**config.mk**
```make
export PLATFORM = sky130hd
export DESIGN_NAME = ssd_anchor_decode_top
export DESIGN_NICKNAME = d
export VERILOG_FILES = /design/src/sv/ssd_dec_pkg.sv /design/src/sv/ssd_dec_front.sv /design/src/sv/ssd_dec_queue.sv /design/src/sv/ssd_dec_back.sv /design/src/sv/ssd_anchor_decode_top.sv
export SDC_FILE = /design/constraint.sdc
export NUM_CORES = 2
export LEC_CHECK = 0
export BUFFER_PORTS_ARGS = -buffer_cell sky130_fd_sc_hd__buf_2
export CORE_MARGIN = 2
export CORE_UTILIZATION = 45
export CTS_CLUSTER_DIAMETER = 120
export DETAILED_ROUTE_END_ITERATION = 8
export GPL_TIMING_DRIVEN = 0
export HOLD_SLACK_MARGIN = 0.03
export PLACE_DENSITY_LB_ADDON = 0.25
export SYNTH_ARGS = -nofsm -noshare
export SYNTH_HDL_FRONTEND = slang
export SYNTH_HIERARCHICAL = 1
export SYNTH_SLANG_ARGS = --single-unit
```
**constraint.sdc**
```tcl
create_clock -name aclk -period 6.54 [get_ports aclk]
set_input_delay 0.327 -clock aclk [delete_from_list [all_inputs] [get_ports aclk]]
set_output_delay 0.327 -clock aclk [all_outputs]
set_load 0.005 [all_outputs]
```
**src/sv/ssd_dec_pkg.sv**
```systemverilog
// Shared types and constants of the SSD anchor decoder.
`default_nettype none
package ssd_dec_pkg;

    localparam int SCORE_W  = 16;
    localparam int BOX_W    = 16;
    localparam int CLASS_W  = 8;
    localparam int SCALE_W  = 13;
    localparam int COORD_W  = 17;
    localparam int CORNER_SHIFT = 11;

    localparam int MAX_CLASSES = 256;
    localparam int QUEUE_DEPTH = 4;

    localparam int S_TDATA_W = 80;
    localparam int M_TDATA_W = 96;
    localparam int APB_ADDR_W = 4;
    localparam int APB_DATA_W = 32;

    localparam logic signed [SCORE_W-1:0] SCORE_MINUS_ONE = 16'sh8000;
    localparam logic signed [SCORE_W-1:0] THRESHOLD_RESET = 16'sd24576;
    localparam logic [SCALE_W-1:0]        IMAGE_SIZE_RESET = 13'd300;
    localparam logic [BOX_W-1:0]          ONE_Q15 = 16'h8000;

    typedef enum logic [1:0] {
        REG_SCORE_THRESHOLD = 2'd0,
        REG_IMAGE_WIDTH     = 2'd1,
        REG_IMAGE_HEIGHT    = 2'd2,
        REG_UNUSED          = 2'd3
    } reg_index_t;

    typedef struct packed {
        logic [CLASS_W-1:0]        class_index;
        logic signed [SCORE_W-1:0] best_score;
        logic signed [BOX_W-1:0]   center_y;
        logic signed [BOX_W-1:0]   center_x;
        logic signed [BOX_W-1:0]   box_height;
        logic signed [BOX_W-1:0]   box_width;
    } cand_t;

endpackage
`default_nettype wire

```
**src/sv/ssd_dec_front.sv**
```systemverilog
// Front end: running argmax over class scores and detection qualification.
`default_nettype none
module ssd_dec_front (
    input  wire                               aclk,
    input  wire                               aresetn,
    input  wire                               in_fire,
    input  wire signed [ssd_dec_pkg::SCORE_W-1:0] class_score,
    input  wire                               last_class,
    input  wire signed [ssd_dec_pkg::BOX_W-1:0]   center_y,
    input  wire signed [ssd_dec_pkg::BOX_W-1:0]   center_x,
    input  wire signed [ssd_dec_pkg::BOX_W-1:0]   box_height,
    input  wire signed [ssd_dec_pkg::BOX_W-1:0]   box_width,
    input  wire signed [ssd_dec_pkg::SCORE_W-1:0] thresh,
    output logic                              push,
    output ssd_dec_pkg::cand_t                push_data
);
    import ssd_dec_pkg::*;

    localparam int unsigned PosLimit = MAX_CLASSES - 1;

    logic signed [SCORE_W-1:0] best_score_reg, best_score_next;
    logic [CLASS_W-1:0]        best_class_reg, best_class_next;
    logic [CLASS_W-1:0]        position_reg, position_next;
    logic                      win;
    logic signed [SCORE_W-1:0] cur_score;
    logic [CLASS_W-1:0]        cur_class;

    always_comb begin
        win       = class_score > best_score_reg;
        cur_score = win ? class_score : best_score_reg;
        cur_class = win ? position_reg : best_class_reg;

        best_score_next = best_score_reg;
        best_class_next = best_class_reg;
        position_next   = position_reg;
        if (in_fire) begin
            if (last_class) begin
                best_score_next = SCORE_MINUS_ONE;
                best_class_next = '0;
                position_next   = '0;
            end else begin
                best_score_next = cur_score;
                best_class_next = cur_class;
                if ({24'd0, position_reg} < PosLimit) begin
                    position_next = position_reg + 8'd1;
                end
            end
        end

        push = in_fire && last_class && (cur_score > thresh) && (cur_class != '0);
        push_data.class_index = cur_class;
        push_data.best_score  = cur_score;
        push_data.center_y    = center_y;
        push_data.center_x    = center_x;
        push_data.box_height  = box_height;
        push_data.box_width   = box_width;
    end

    always_ff @(posedge aclk) begin
        if (!aresetn) begin
            best_score_reg <= SCORE_MINUS_ONE;
            best_class_reg <= '0;
            position_reg   <= '0;
        end else begin
            best_score_reg <= best_score_next;
            best_class_reg <= best_class_next;
            position_reg   <= position_next;
        end
    end

endmodule
`default_nettype wire

```
**src/sv/ssd_dec_queue.sv**
```systemverilog
// Short queue of qualified detections between the front and back ends.
`default_nettype none
module ssd_dec_queue (
    input  wire                 aclk,
    input  wire                 aresetn,
    input  wire                 push,
    input  ssd_dec_pkg::cand_t  push_data,
    output logic                full,
    input  wire                 pop,
    output logic                not_empty,
    output ssd_dec_pkg::cand_t  pop_data
);
    import ssd_dec_pkg::*;

    localparam int AW = $clog2(QUEUE_DEPTH);

    cand_t           entry_reg [QUEUE_DEPTH];
    logic [AW-1:0]   wr_ptr_reg, wr_ptr_next;
    logic [AW-1:0]   rd_ptr_reg, rd_ptr_next;
    logic [AW:0]     count_reg, count_next;
    logic            do_push, do_pop;

    always_comb begin
        full      = count_reg == (AW+1)'(QUEUE_DEPTH);
        not_empty = count_reg != '0;
        pop_data  = entry_reg[rd_ptr_reg];
        do_push   = push && !full;
        do_pop    = pop && not_empty;

        wr_ptr_next = do_push ? wr_ptr_reg + 1'b1 : wr_ptr_reg;
        rd_ptr_next = do_pop ? rd_ptr_reg + 1'b1 : rd_ptr_reg;
        count_next  = count_reg;
        if (do_push && !do_pop) begin
            count_next = count_reg + 1'b1;
        end else if (do_pop && !do_push) begin
            count_next = count_reg - 1'b1;
        end
    end

    always_ff @(posedge aclk) begin
        if (do_push) begin
            entry_reg[wr_ptr_reg] <= push_data;
        end
    end

    always_ff @(posedge aclk) begin
        if (!aresetn) begin
            wr_ptr_reg <= '0;
            rd_ptr_reg <= '0;
            count_reg  <= '0;
        end else begin
            wr_ptr_reg <= wr_ptr_next;
            rd_ptr_reg <= rd_ptr_next;
            count_reg  <= count_next;
        end
    end

endmodule
`default_nettype wire

```
**src/sv/ssd_dec_back.sv**
```systemverilog
// Back end: corner clipping, pixel scaling and the output register.
`default_nettype none
module ssd_dec_back (
    input  wire                                aclk,
    input  wire                                aresetn,
    input  wire                                cand_valid,
    input  ssd_dec_pkg::cand_t                 cand,
    output logic                               cand_pop,
    input  wire [ssd_dec_pkg::SCALE_W-1:0]     scale_x,
    input  wire [ssd_dec_pkg::SCALE_W-1:0]     scale_y,
    output logic                               m_tvalid,
    input  wire                                m_tready,
    output logic [ssd_dec_pkg::M_TDATA_W-1:0]  m_tdata
);
    import ssd_dec_pkg::*;

    localparam int C2_W   = BOX_W + 2;
    localparam int PROD_W = BOX_W + SCALE_W;

    function automatic logic [BOX_W-1:0] clip_unit(input logic signed [C2_W-1:0] v);
        logic [BOX_W-1:0] r;
        if (v < 0) begin
            r = '0;
        end else if (v > $signed({2'b00, ONE_Q15})) begin
            r = ONE_Q15;
        end else begin
            r = v[BOX_W-1:0];
        end
        return r;
    endfunction

    function automatic logic [COORD_W-1:0] scale_px(input logic [BOX_W-1:0] c,
                                                     input logic [SCALE_W-1:0] s);
        logic [PROD_W-1:0] p;
        p = PROD_W'(c) * PROD_W'(s);
        return p[CORNER_SHIFT+COORD_W-1:CORNER_SHIFT];
    endfunction

    logic                      st1_valid_reg;
    logic [CLASS_W-1:0]        st1_class_reg;
    logic signed [SCORE_W-1:0] st1_score_reg;
    logic [BOX_W-1:0]          st1_left_reg, st1_top_reg, st1_right_reg, st1_bottom_reg;

    logic                      out_valid_reg;
    logic [CLASS_W-1:0]        out_class_reg;
    logic signed [SCORE_W-1:0] out_score_reg;
    logic [COORD_W-1:0]        out_left_reg, out_top_reg, out_right_reg, out_bottom_reg;

    logic                      out_ready, st1_ready;
    logic signed [C2_W-1:0]    cx2, cy2, bw_x, bh_x;

    always_comb begin
        out_ready = !out_valid_reg || m_tready;
        st1_ready = !st1_valid_reg || out_ready;
        cand_pop  = cand_valid && st1_ready;

        cx2  = {cand.center_x[BOX_W-1], cand.center_x, 1'b0};
        cy2  = {cand.center_y[BOX_W-1], cand.center_y, 1'b0};
        bw_x = {{2{cand.box_width[BOX_W-1]}}, cand.box_width};
        bh_x = {{2{cand.box_height[BOX_W-1]}}, cand.box_height};

        m_tvalid = out_valid_reg;
        m_tdata  = {4'd0, out_bottom_reg, out_right_reg, out_top_reg, out_left_reg,
                    out_score_reg, out_class_reg};
    end

    always_ff @(posedge aclk) begin
        if (st1_ready) begin
            st1_class_reg  <= cand.class_index;
            st1_score_reg  <= cand.best_score;
            st1_left_reg   <= clip_unit(cx2 - bw_x);
            st1_top_reg    <= clip_unit(cy2 - bh_x);
            st1_right_reg  <= clip_unit(cx2 + bw_x);
            st1_bottom_reg <= clip_unit(cy2 + bh_x);
        end
        if (out_ready) begin
            out_class_reg  <= st1_class_reg;
            out_score_reg  <= st1_score_reg;
            out_left_reg   <= scale_px(st1_left_reg, scale_x);
            out_top_reg    <= scale_px(st1_top_reg, scale_y);
            out_right_reg  <= scale_px(st1_right_reg, scale_x);
            out_bottom_reg <= scale_px(st1_bottom_reg, scale_y);
        end
    end

    always_ff @(posedge aclk) begin
        if (!aresetn) begin
            st1_valid_reg <= 1'b0;
            out_valid_reg <= 1'b0;
        end else begin
            if (st1_ready) begin
                st1_valid_reg <= cand_valid;
            end
            if (out_ready) begin
                out_valid_reg <= st1_valid_reg;
            end
        end
    end

endmodule
`default_nettype wire

```
**src/sv/ssd_anchor_decode_top.sv**
```systemverilog
// Top level of the SSD anchor decoder: configuration registers and stream wiring.
// One class score word is taken per cycle while s_tready is high, including the word
// flagged with tlast that closes an anchor. The running argmax is updated in the same
// cycle a word is taken; a qualifying anchor goes through a four-entry queue, a clip
// stage and a scaling stage with four 16x13 multipliers to m_tdata. The input stalls
// only while that queue is full, which happens only under output back-pressure. The
// user must write APB configuration only while idle; the block does not enforce it.
`default_nettype none
module ssd_anchor_decode_top (
    input  wire                                 aclk,
    input  wire                                 aresetn,
    input  wire                                 s_tvalid,
    output logic                                s_tready,
    // class_score[15:0], center_y[31:16], center_x[47:32], box_height[63:48],
    // box_width[79:64]
    input  wire [ssd_dec_pkg::S_TDATA_W-1:0]    s_tdata,
    input  wire                                 s_tlast,
    output logic                                m_tvalid,
    input  wire                                 m_tready,
    // class_index[7:0], best_score_out[23:8], left_x[40:24], top_y[57:41],
    // right_x[74:58], bottom_y[91:75], zero[95:92]
    output logic [ssd_dec_pkg::M_TDATA_W-1:0]   m_tdata,
    input  wire                                 psel,
    input  wire                                 penable,
    input  wire                                 pwrite,
    input  wire [ssd_dec_pkg::APB_ADDR_W-1:0]   paddr,
    input  wire [ssd_dec_pkg::APB_DATA_W-1:0]   pwdata,
    output logic [ssd_dec_pkg::APB_DATA_W-1:0]  prdata,
    output logic                                pready
);
    import ssd_dec_pkg::*;

    logic signed [SCORE_W-1:0] threshold_reg;
    logic [SCALE_W-1:0]        width_reg;
    logic [SCALE_W-1:0]        height_reg;

    reg_index_t reg_sel;
    logic       wr_en;

    logic  in_fire;
    logic  push, full, pop, not_empty;
    cand_t push_data, pop_data;

    always_comb begin
        pready  = 1'b1;
        reg_sel = reg_index_t'(paddr[3:2]);
        wr_en   = psel && penable && pwrite && pready;
        case (reg_sel)
            REG_SCORE_THRESHOLD: prdata = {{16{threshold_reg[SCORE_W-1]}}, threshold_reg};
            REG_IMAGE_WIDTH:     prdata = {19'd0, width_reg};
            REG_IMAGE_HEIGHT:    prdata = {19'd0, height_reg};
            default:             prdata = '0;
        endcase
        s_tready = !full;
        in_fire  = s_tvalid && s_tready;
    end

    always_ff @(posedge aclk) begin
        if (!aresetn) begin
            threshold_reg <= THRESHOLD_RESET;
            width_reg     <= IMAGE_SIZE_RESET;
            height_reg    <= IMAGE_SIZE_RESET;
        end else if (wr_en) begin
            case (reg_sel)
                REG_SCORE_THRESHOLD: threshold_reg <= pwdata[SCORE_W-1:0];
                REG_IMAGE_WIDTH:     width_reg     <= pwdata[SCALE_W-1:0];
                REG_IMAGE_HEIGHT:    height_reg    <= pwdata[SCALE_W-1:0];
                default:             ;
            endcase
        end
    end

    ssd_dec_front u_front (
        .aclk            (aclk),
        .aresetn         (aresetn),
        .in_fire         (in_fire),
        .class_score     (s_tdata[15:0]),
        .last_class      (s_tlast),
        .center_y        (s_tdata[31:16]),
        .center_x        (s_tdata[47:32]),
        .box_height      (s_tdata[63:48]),
        .box_width       (s_tdata[79:64]),
        .thresh          (threshold_reg),
        .push            (push),
        .push_data       (push_data)
    );

    ssd_dec_queue u_queue (
        .aclk      (aclk),
        .aresetn   (aresetn),
        .push      (push),
        .push_data (push_data),
        .full      (full),
        .pop       (pop),
        .not_empty (not_empty),
        .pop_data  (pop_data)
    );

    ssd_dec_back u_back (
        .aclk         (aclk),
        .aresetn      (aresetn),
        .cand_valid   (not_empty),
        .cand         (pop_data),
        .cand_pop     (pop),
        .scale_x      (width_reg),
        .scale_y      (height_reg),
        .m_tvalid     (m_tvalid),
        .m_tready     (m_tready),
        .m_tdata      (m_tdata)
    );

endmodule
`default_nettype wire

```
# Yosys cells after proc, flatten, opt, wreduce, memory -nomap -nowiden

Memory sizes are Yosys's and may differ from the RTL's. A register that Yosys moved wholly into a read port is not among the register bits.
Cells that the tools add are included.

Register bits: 263
Bits in writable memories: 352
Input bits: 124
Output and inout port bits: 131
Logic and storage cells: 103
Memories kept: 1

Memories:

| name              | words | bits a word | rd ports | clocked after memory_dff | write ports | line                | RTL |
|---|---|---|---|---|---|---|---|
| u_queue.entry_reg | 4     | 88          | 1        | 1                        | 1           | ssd_dec_queue.sv:17 | `cand_t entry_reg [QUEUE_DEPTH];` |

Add/subtract/negate cells: 9
Multiply operators: 4
Order comparisons: 11
Equality and inequality tests: 3
Multiplexer cells: 17
Reduce and logical (&&, ||, !) cells: 31

Operator list:

| operator                                                     | number |
|---|---|
| multiplier 16 x 13 -> 28 bit                                 | 4 |
| two-way mux 16 bit                                           | 6 |
| one-hot mux 32 bit (3 select lines)                          | 1 |
| > comparator 18 x 17 -> 1 bit (second input constant)        | 4 |
| less-than comparator 18 x 1 -> 1 bit (second input constant) | 4 |
| adder 17 x 16 -> 18 bit                                      | 2 |
| subtractor 17 x 16 -> 18 bit                                 | 2 |
| > comparator 16 bit                                          | 2 |
| two-way mux 8 bit                                            | 4 |
| logical AND 1 bit                                            | 11 |
| adder 8 x 1 -> 8 bit (second input constant)                 | 1 |
| less-than comparator 8 bit (second input constant)           | 1 |
| AND reduction 2 bit                                          | 4 |
| nonzero test 8 bit                                           | 1 |
| OR reduction 2 bit                                           | 4 |
| two-way mux 3 bit                                            | 2 |
| logical NOT 1 bit                                            | 5 |
| adder 2 x 1 -> 2 bit (second input constant)                 | 2 |
| two-way mux 2 bit                                            | 2 |
| nonzero test 2 bit                                           | 2 |
| adder 3 x 1 -> 3 bit (second input constant)                 | 1 |
| == test 3 bit (second input constant)                        | 1 |
| nonzero test 3 bit                                           | 1 |
| subtractor 3 x 1 -> 3 bit (second input constant)            | 1 |
| 5 further kinds                                              | 7 |

# Longest topological paths before layout

Depth after elaboration: 11
Mapped depth: 24
Depth with buffers taken out: 22

# Cells and area by module

The synthesis kept the hierarchy.

Modules (own cells, without submodules):

| module                | times used | cells each | area an instance (um^2) | sequential area each (um^2) |
|---|---|---|---|---|
| ssd_dec_back          | 1          | 3,762      | 34,743.3                | 5,445.2 |
| ssd_dec_queue         | 1          | 508        | 13,163.9                | 10,750.3 |
| ssd_dec_front         | 1          | 326        | 3,024.2                 | 640.6 |
| ssd_anchor_decode_top | 1          | 229        | 2,083.2                 | 840.8 |

# Least setup slack after synthesis

No wires, ideal clock.

Path kind: register to register
Start point: register u_front.best_score_reg[13]
End point: memory u_queue/entry_reg[0][0] in the netlist's numbering (enable)
Library setup time: 0.456 ns
Data arrival time: 5.549 ns
Required time: 6.084 ns
Slack: 0.535 ns
Cell stages (with the launch flop): 19
Buffers on the path: 2
Clock period less this slack: 6.005 ns
Cells stage by stage: dfxtp_1 -> inv_1 -> ha_1 -> a21oi_1 -> o22ai_1 -> nor4b_2 -> nand4_4 -> nand2_4 -> buf_12 -> mux2_4 -> ha_1 -> nand3_1 -> o21bai_1 -> a31oi_1 -> a21oi_1 -> nor4_1 -> nor2b_1 -> clkbuf_1 -> and2_1

RTL lines:

| what                   | line                | RTL |
|---|---|---|
| from (decl)            | ssd_dec_front.sv:21 | `logic signed [SCORE_W-1:0] best_score_reg, best_score_next;` |
| from (signal assigned) | ssd_dec_front.sv:65 | `best_score_reg <= best_score_next;` |
| to (decl)              | ssd_dec_queue.sv:17 |  |

# Worst setup path in the final report

Start point: register width_reg[7]
End point: register u_back.out_left_reg[15] (data pin)

Cells in the longest elaborated chain, start to end: 1

Ends and longest elaborated chain:

| what                         | line                        | RTL |
|---|---|---|
| from (decl)                  | ssd_anchor_decode_top.sv:34 | `logic [SCALE_W-1:0] width_reg;` |
| from (signal assigned)       | ssd_anchor_decode_top.sv:66 | `REG_IMAGE_WIDTH: width_reg <= pwdata[SCALE_W-1:0];` |
| multiplier 16 x 13 -> 28 bit | ssd_dec_back.sv:35          | `p = PROD_W'(c) * PROD_W'(s);` |
| to (signal assigned)         | ssd_dec_back.sv:79          | `out_left_reg <= scale_px(st1_left_reg, scale_x);` |
| to (decl)                    | ssd_dec_back.sv:47          | `logic [COORD_W-1:0] out_left_reg, out_top_reg, out_right_reg, out_bottom_reg;` |

No other way between the ends.
A chain may end at the register's enable or synchronous reset.

==> Flow_metrics.wiki <==
{| class="wikitable"
! Metric !! Value
|-
| Row count || 125
|-
| Num Clock Sinks || 617
|-
| Unrepaired setup endpoints after global routing || yes
|-
| NumNets Final || 6,282
|-
| Hold EP || height_reg[6]
|-
| Number of flip-flops in the largest register || 352
|-
| Clock share of power || 29.2%
|-
| Cells on Worst Hold Path || 3
|-
| Horiz. Die Dim || 347 µm
|-
| Sequential fraction of design power || 34.1%
|-
| Yosys warning count || 6
|-
| Final-report hold violation count || 0
|-
| Top cell type's share of synthesized area || 30.1%
|-
| Sw Ratio || 35.4%
|-
| Total power of the final layout || 14,600 µW
|-
| Total global routing overflow || 0
|-
| Worst flop-to-flop path endpoint || u_back/out_left_reg[15]
|-
| Slew @ Worst Pin || 1080 ps
|-
| Standard cell core area || 117,000 µm²
|-
| Placed instance count || 6,526
|-
| Post-synthesis instance total || 4,825
|-
| Max frequency || 158 MHz
|-
| Routed wirelength normalized by instance count || 19.8 µm
|-
| Internal reg-to-reg setup slack || 220 ps
|-
| Endpoint kind of the worst setup timing path || register
|-
| Synthesized area || 53,000 µm²
|-
| Inserted Clock Buffers || 71
|-
| Critical-path maximum fanout || 10
|-
| Min Clock Period, post-route || 6320 ps
|-
| Util after Layout || 51.2%
|-
| Wire length of the first global-routing pass || 208 mm
|-
| Async set-reset flop share out of synthesis || 0%
|-
| Antenna violations before repair || 22
|-
| Clock Pin Slew Worst Setup and Hold Paths || 60 ps
|-
| TritonCTS clock tree || yes
|-
| Maximum number of pins on one net before global-route repair || 54
|-
| Peak ir drop on the vdd network || 0.000200 V
|-
| Required time worst endpoint || 6980 ps
|-
| CTS H-tree lvls || 3
|-
| Via total after detailed routing || 35,184
|-
| Number of top-level pins || 255
|-
| Number of cells in the finished layout apart from fillers || 6,758
|-
| Length in cells of the worst reg-to-reg path || 20
|-
| Cell-internal power || 9440 µW
|-
| Switching power || 5160 µW
|-
| Residual DRC || 0
|-
| Number of endpoints failing setup at the final stage || 0
|-
| Register bit total from synthesis || 617
|-
| Worst clock skew || 38.9 ps
|-
| Ys flop type || sky130_fd_sc_hd__edfxtp_1
|-
| Count of cell types in the netlist || 95
|-
| R2R Path Start || width_reg[7]
|-
| Outcome || completed
|-
| Worst-case clock buffer depth || 3
|-
| Worst setup path start || width_reg[7]
|-
| Detailed-placement wirelength estimate || 104 mm
|-
| Register area share after synthesis || 33.3%
|-
| Portion of the clock cycle consumed by the worst path in the final layout || 96.6%
|-
| Comb power frac || 36.7%
|-
| Chip Height || 347 µm
|-
| Top cell type by total area after synthesis || sky130_fd_sc_hd__edfxtp_1
|-
| Via count normalized by instance count || 5.21
|-
| Total of max-cap violations || 0
|-
| Violation count after the first detailed-route iteration || 2,834
|-
| Drt first pass iters || 5
|-
| Global placement routability congestion || 0.907
|-
| Overall routed net length || 134 mm
|-
| Die area || 121,000 µm²
|-
| Launch instance of the worst min-delay path || pwdata[6]
|-
| Post-synth EDFFs || 532
|-
| Final Max Slew Viols || 0
|-
| Clock latency reported for the late side of the worst-skew pair || 670 ps
|-
| Cells taking the most area after synthesis || sky130_fd_sc_hd__edfxtp_1 30%, sky130_fd_sc_hd__fa_1 23%, sky130_fd_sc_hd__ha_1 8.8%
|-
| Cell chosen for the clock root || sky130_fd_sc_hd__clkbuf_16
|-
| Number of input and output port buffers inserted || 167
|-
| Global routing usage summed across all routing layers || 22.6%
|-
| Via count of the first global-routing pass || 35,794
|-
| Category of the most critical setup path || reg2reg
|-
| Antenna-violating nets left || 0
|-
| Cell leakage power || 0.0268 µW
|-
| Mean instance size in the synthesized netlist || 11.0 µm²
|-
| Worst endpoint data arrival time || 6760 ps
|-
| Max-slew headroom at the worst pin || 27.3%
|-
| Aggregate negative setup slack || 0 ps
|-
| Path class of the lowest-slack min-delay path || in2reg
|-
| Layout overhead on the synthesized area || 12.6%
|-
| Power density cells || 244 nW/µm²
|-
| Critical Path Source Type || register
|-
| Fraction of final layout cells with drive strength greater than 1 || 12.9%
|-
| Starting Density || 45.5%
|}
layout by cell type (no fill, tap or decap), types with 10 or more instances in the layout:
cell	synthesis	final
sky130_fd_sc_hd__buf_4	88	102
sky130_fd_sc_hd__clkbuf_16	0	72
sky130_fd_sc_hd__clkbuf_1	176	107
sky130_fd_sc_hd__fa_1	613	613
sky130_fd_sc_hd__xnor2_1	85	82
sky130_fd_sc_hd__edfxtp_1	532	532
sky130_fd_sc_hd__nor3_1	44	44
sky130_fd_sc_hd__nand2_1	567	566
sky130_fd_sc_hd__o21ai_0	69	66
sky130_fd_sc_hd__and3_1	18	18
sky130_fd_sc_hd__mux2_4	19	19
sky130_fd_sc_hd__ha_1	372	371
sky130_fd_sc_hd__clkbuf_2	0	58
sky130_fd_sc_hd__nand4_1	23	23
sky130_fd_sc_hd__and2_1	388	384
sky130_fd_sc_hd__inv_1	903	902
sky130_fd_sc_hd__bufinv_16	0	12
sky130_fd_sc_hd__nor4_1	14	13
sky130_fd_sc_hd__clkinv_1	1	10
sky130_fd_sc_hd__o21a_1	26	26
sky130_fd_sc_hd__nand3_1	28	28
sky130_fd_sc_hd__dfxtp_2	0	10
sky130_fd_sc_hd__clkinv_2	0	10
sky130_fd_sc_hd__a32o_1	23	23
sky130_fd_sc_hd__buf_2	17	192
sky130_fd_sc_hd__mux2i_1	65	65
sky130_fd_sc_hd__mux4_2	88	88
sky130_fd_sc_hd__nand2b_1	12	12
sky130_fd_sc_hd__a21o_1	25	25
sky130_fd_sc_hd__dfxtp_1	85	75
sky130_fd_sc_hd__or3_1	17	17
sky130_fd_sc_hd__xor2_1	34	34
sky130_fd_sc_hd__a21oi_1	95	94
sky130_fd_sc_hd__dlygate4sd3_1	0	94
sky130_fd_sc_hd__o21bai_1	18	18
sky130_fd_sc_hd__a31oi_1	12	11
sky130_fd_sc_hd__nor2_1	139	139
sky130_fd_sc_hd__nor2b_1	44	44
area by class of cell:
type	count	area, µm²
plain buffers	290	1710
flip-flops and latches	617	17700
diodes	3	7.51
inverters	904	3400
well taps	1524	1910
multi-input cells	3007	30400
fillers	10369	56800
clock buffers	83	1840
clock inverters	48	672
repair buffers	282	2050
cells by family (layout without fill, tap and decap cells):
kind of cell | Yosys count | in the layout | share of synthesized area (%)
and+or+nand+nor | 1338 | 1338 | 12.6
AOI/OAI and AO/OA | 380 | 380 | 5.00
xor gates and xnor gates | 119 | 119 | 1.97
muxes | 180 | 180 | 5.67
other | 2 | 8 | 0.0142
DFF | 617 | 617 | 33.3
adders and majority gates | 985 | 985 | 31.9
buffers and inverters | 1204 | 1607 | 9.49
worst max path at each step:
stage	slack (ps)	cells past startpoint	to
6_report	220	20	u_back/out_left_reg[15]
5_1_grt	-80	21	u_back/out_left_reg[15]
4_1_cts	9	21	u_back/out_bottom_reg[13]
3_5_place_dp	-990	19	u_back/out_left_reg[16]
3_3_place_gp	-1960	18	u_queue/entry_reg[1][61]
2_1_floorplan	540	18	u_queue/entry_reg[0][0]
stage by stage:
stage | cell area [µm²] | setup WS, ps | hold slack [ps]
floorplan | 53000 | 535 | 400
global placement | 55800 | -1960 | 403
detailed placement | 56000 | -992 | 405
CTS | 59500 | 8.57 | 33.0
global route | 59700 | -82.0 | 54.7
finish | 59700 | 225 | 94.6
power by group through the flow:
stage / clock [µW] / combinational, µW / sequential [µW]
after detailed placement: 0 / 5290 / 5030
after global routing: 4520 / 6180 / 5010
after floorplan: 0 / 3810 / 4940
final: 4260 / 5360 / 4980
after CTS: 4370 / 5380 / 4950
after global placement: 0 / 5190 / 5030
synth_stat cells, types with 5 or more instances:
master,n
sky130_fd_sc_hd__and4_1,7
sky130_fd_sc_hd__edfxtp_1,532
sky130_fd_sc_hd__nor3b_1,5
sky130_fd_sc_hd__mux2i_1,65
sky130_fd_sc_hd__o21ai_0,69
sky130_fd_sc_hd__a211oi_1,9
sky130_fd_sc_hd__nor4_1,14
sky130_fd_sc_hd__xor2_1,34
sky130_fd_sc_hd__inv_1,903
sky130_fd_sc_hd__nor2_1,139
sky130_fd_sc_hd__nand2_1,567
sky130_fd_sc_hd__buf_6,9
sky130_fd_sc_hd__o31ai_1,9
sky130_fd_sc_hd__dfxtp_1,85
sky130_fd_sc_hd__mux4_2,88
sky130_fd_sc_hd__a2111oi_0,5
sky130_fd_sc_hd__a211o_1,6
sky130_fd_sc_hd__o22ai_1,8
sky130_fd_sc_hd__nand3_1,28
sky130_fd_sc_hd__and2_1,388
sky130_fd_sc_hd__a21oi_1,95
sky130_fd_sc_hd__mux2_2,8
sky130_fd_sc_hd__nor2b_1,44
sky130_fd_sc_hd__clkbuf_1,176
sky130_fd_sc_hd__mux2_4,19
sky130_fd_sc_hd__o211ai_1,8
sky130_fd_sc_hd__o21bai_1,18
sky130_fd_sc_hd__buf_2,17
sky130_fd_sc_hd__ha_1,372
sky130_fd_sc_hd__fa_1,613
sky130_fd_sc_hd__o311ai_0,5
sky130_fd_sc_hd__o31a_1,8
sky130_fd_sc_hd__o21a_1,26
sky130_fd_sc_hd__buf_4,88
sky130_fd_sc_hd__nand4_1,23
sky130_fd_sc_hd__nand2b_1,12
sky130_fd_sc_hd__a32o_1,23
sky130_fd_sc_hd__or3_1,17
sky130_fd_sc_hd__a31oi_1,12
sky130_fd_sc_hd__and3_1,18
sky130_fd_sc_hd__or2_2,7
sky130_fd_sc_hd__a21o_1,25
sky130_fd_sc_hd__xnor2_1,85
sky130_fd_sc_hd__nor3_1,44
sky130_fd_sc_hd__buf_12,5
what timing repair did:
item                                    4_1_cts  5_1_grt
pin swaps                                     2        6
cloned                                        0        0
endpoints found under the setup margin       21       22
hold buffers                                 94        0
hold endpoints to repair                    308        0
setup buffers                                 1       13
resized for setup                            34      136
layer usage:
layer | vias up | GRT usage [%] | wire, µm
li1 | 16174 | - | -
met1 | 17661 | 33.2 | 61200
met2 | 1166 | 33.9 | 58400
met3 | 165 | 5.07 | 11400
met4 | 18 | 5.41 | 2570
met5 | - | 0 | 107
critical path, stage by stage (launching register included):
cell and delay (ps):
sky130_fd_sc_hd__dfxtp_1 520, sky130_fd_sc_hd__buf_2 330, sky130_fd_sc_hd__nand2_1 150, sky130_fd_sc_hd__fa_1 560, sky130_fd_sc_hd__inv_1 70, sky130_fd_sc_hd__fa_1 580
sky130_fd_sc_hd__fa_1 470, sky130_fd_sc_hd__fa_1 500, sky130_fd_sc_hd__inv_1 50, sky130_fd_sc_hd__fa_1 480, sky130_fd_sc_hd__inv_1 50, sky130_fd_sc_hd__ha_2 360
sky130_fd_sc_hd__and4_1 240, sky130_fd_sc_hd__nor2b_1 130, sky130_fd_sc_hd__o21ai_1 150, sky130_fd_sc_hd__a31oi_4 270, sky130_fd_sc_hd__o2111ai_2 180, sky130_fd_sc_hd__a311oi_2 430
sky130_fd_sc_hd__o21a_1 180, sky130_fd_sc_hd__nor2_1 70, sky130_fd_sc_hd__xnor2_2 320
(Power assumes the default switching activity.)
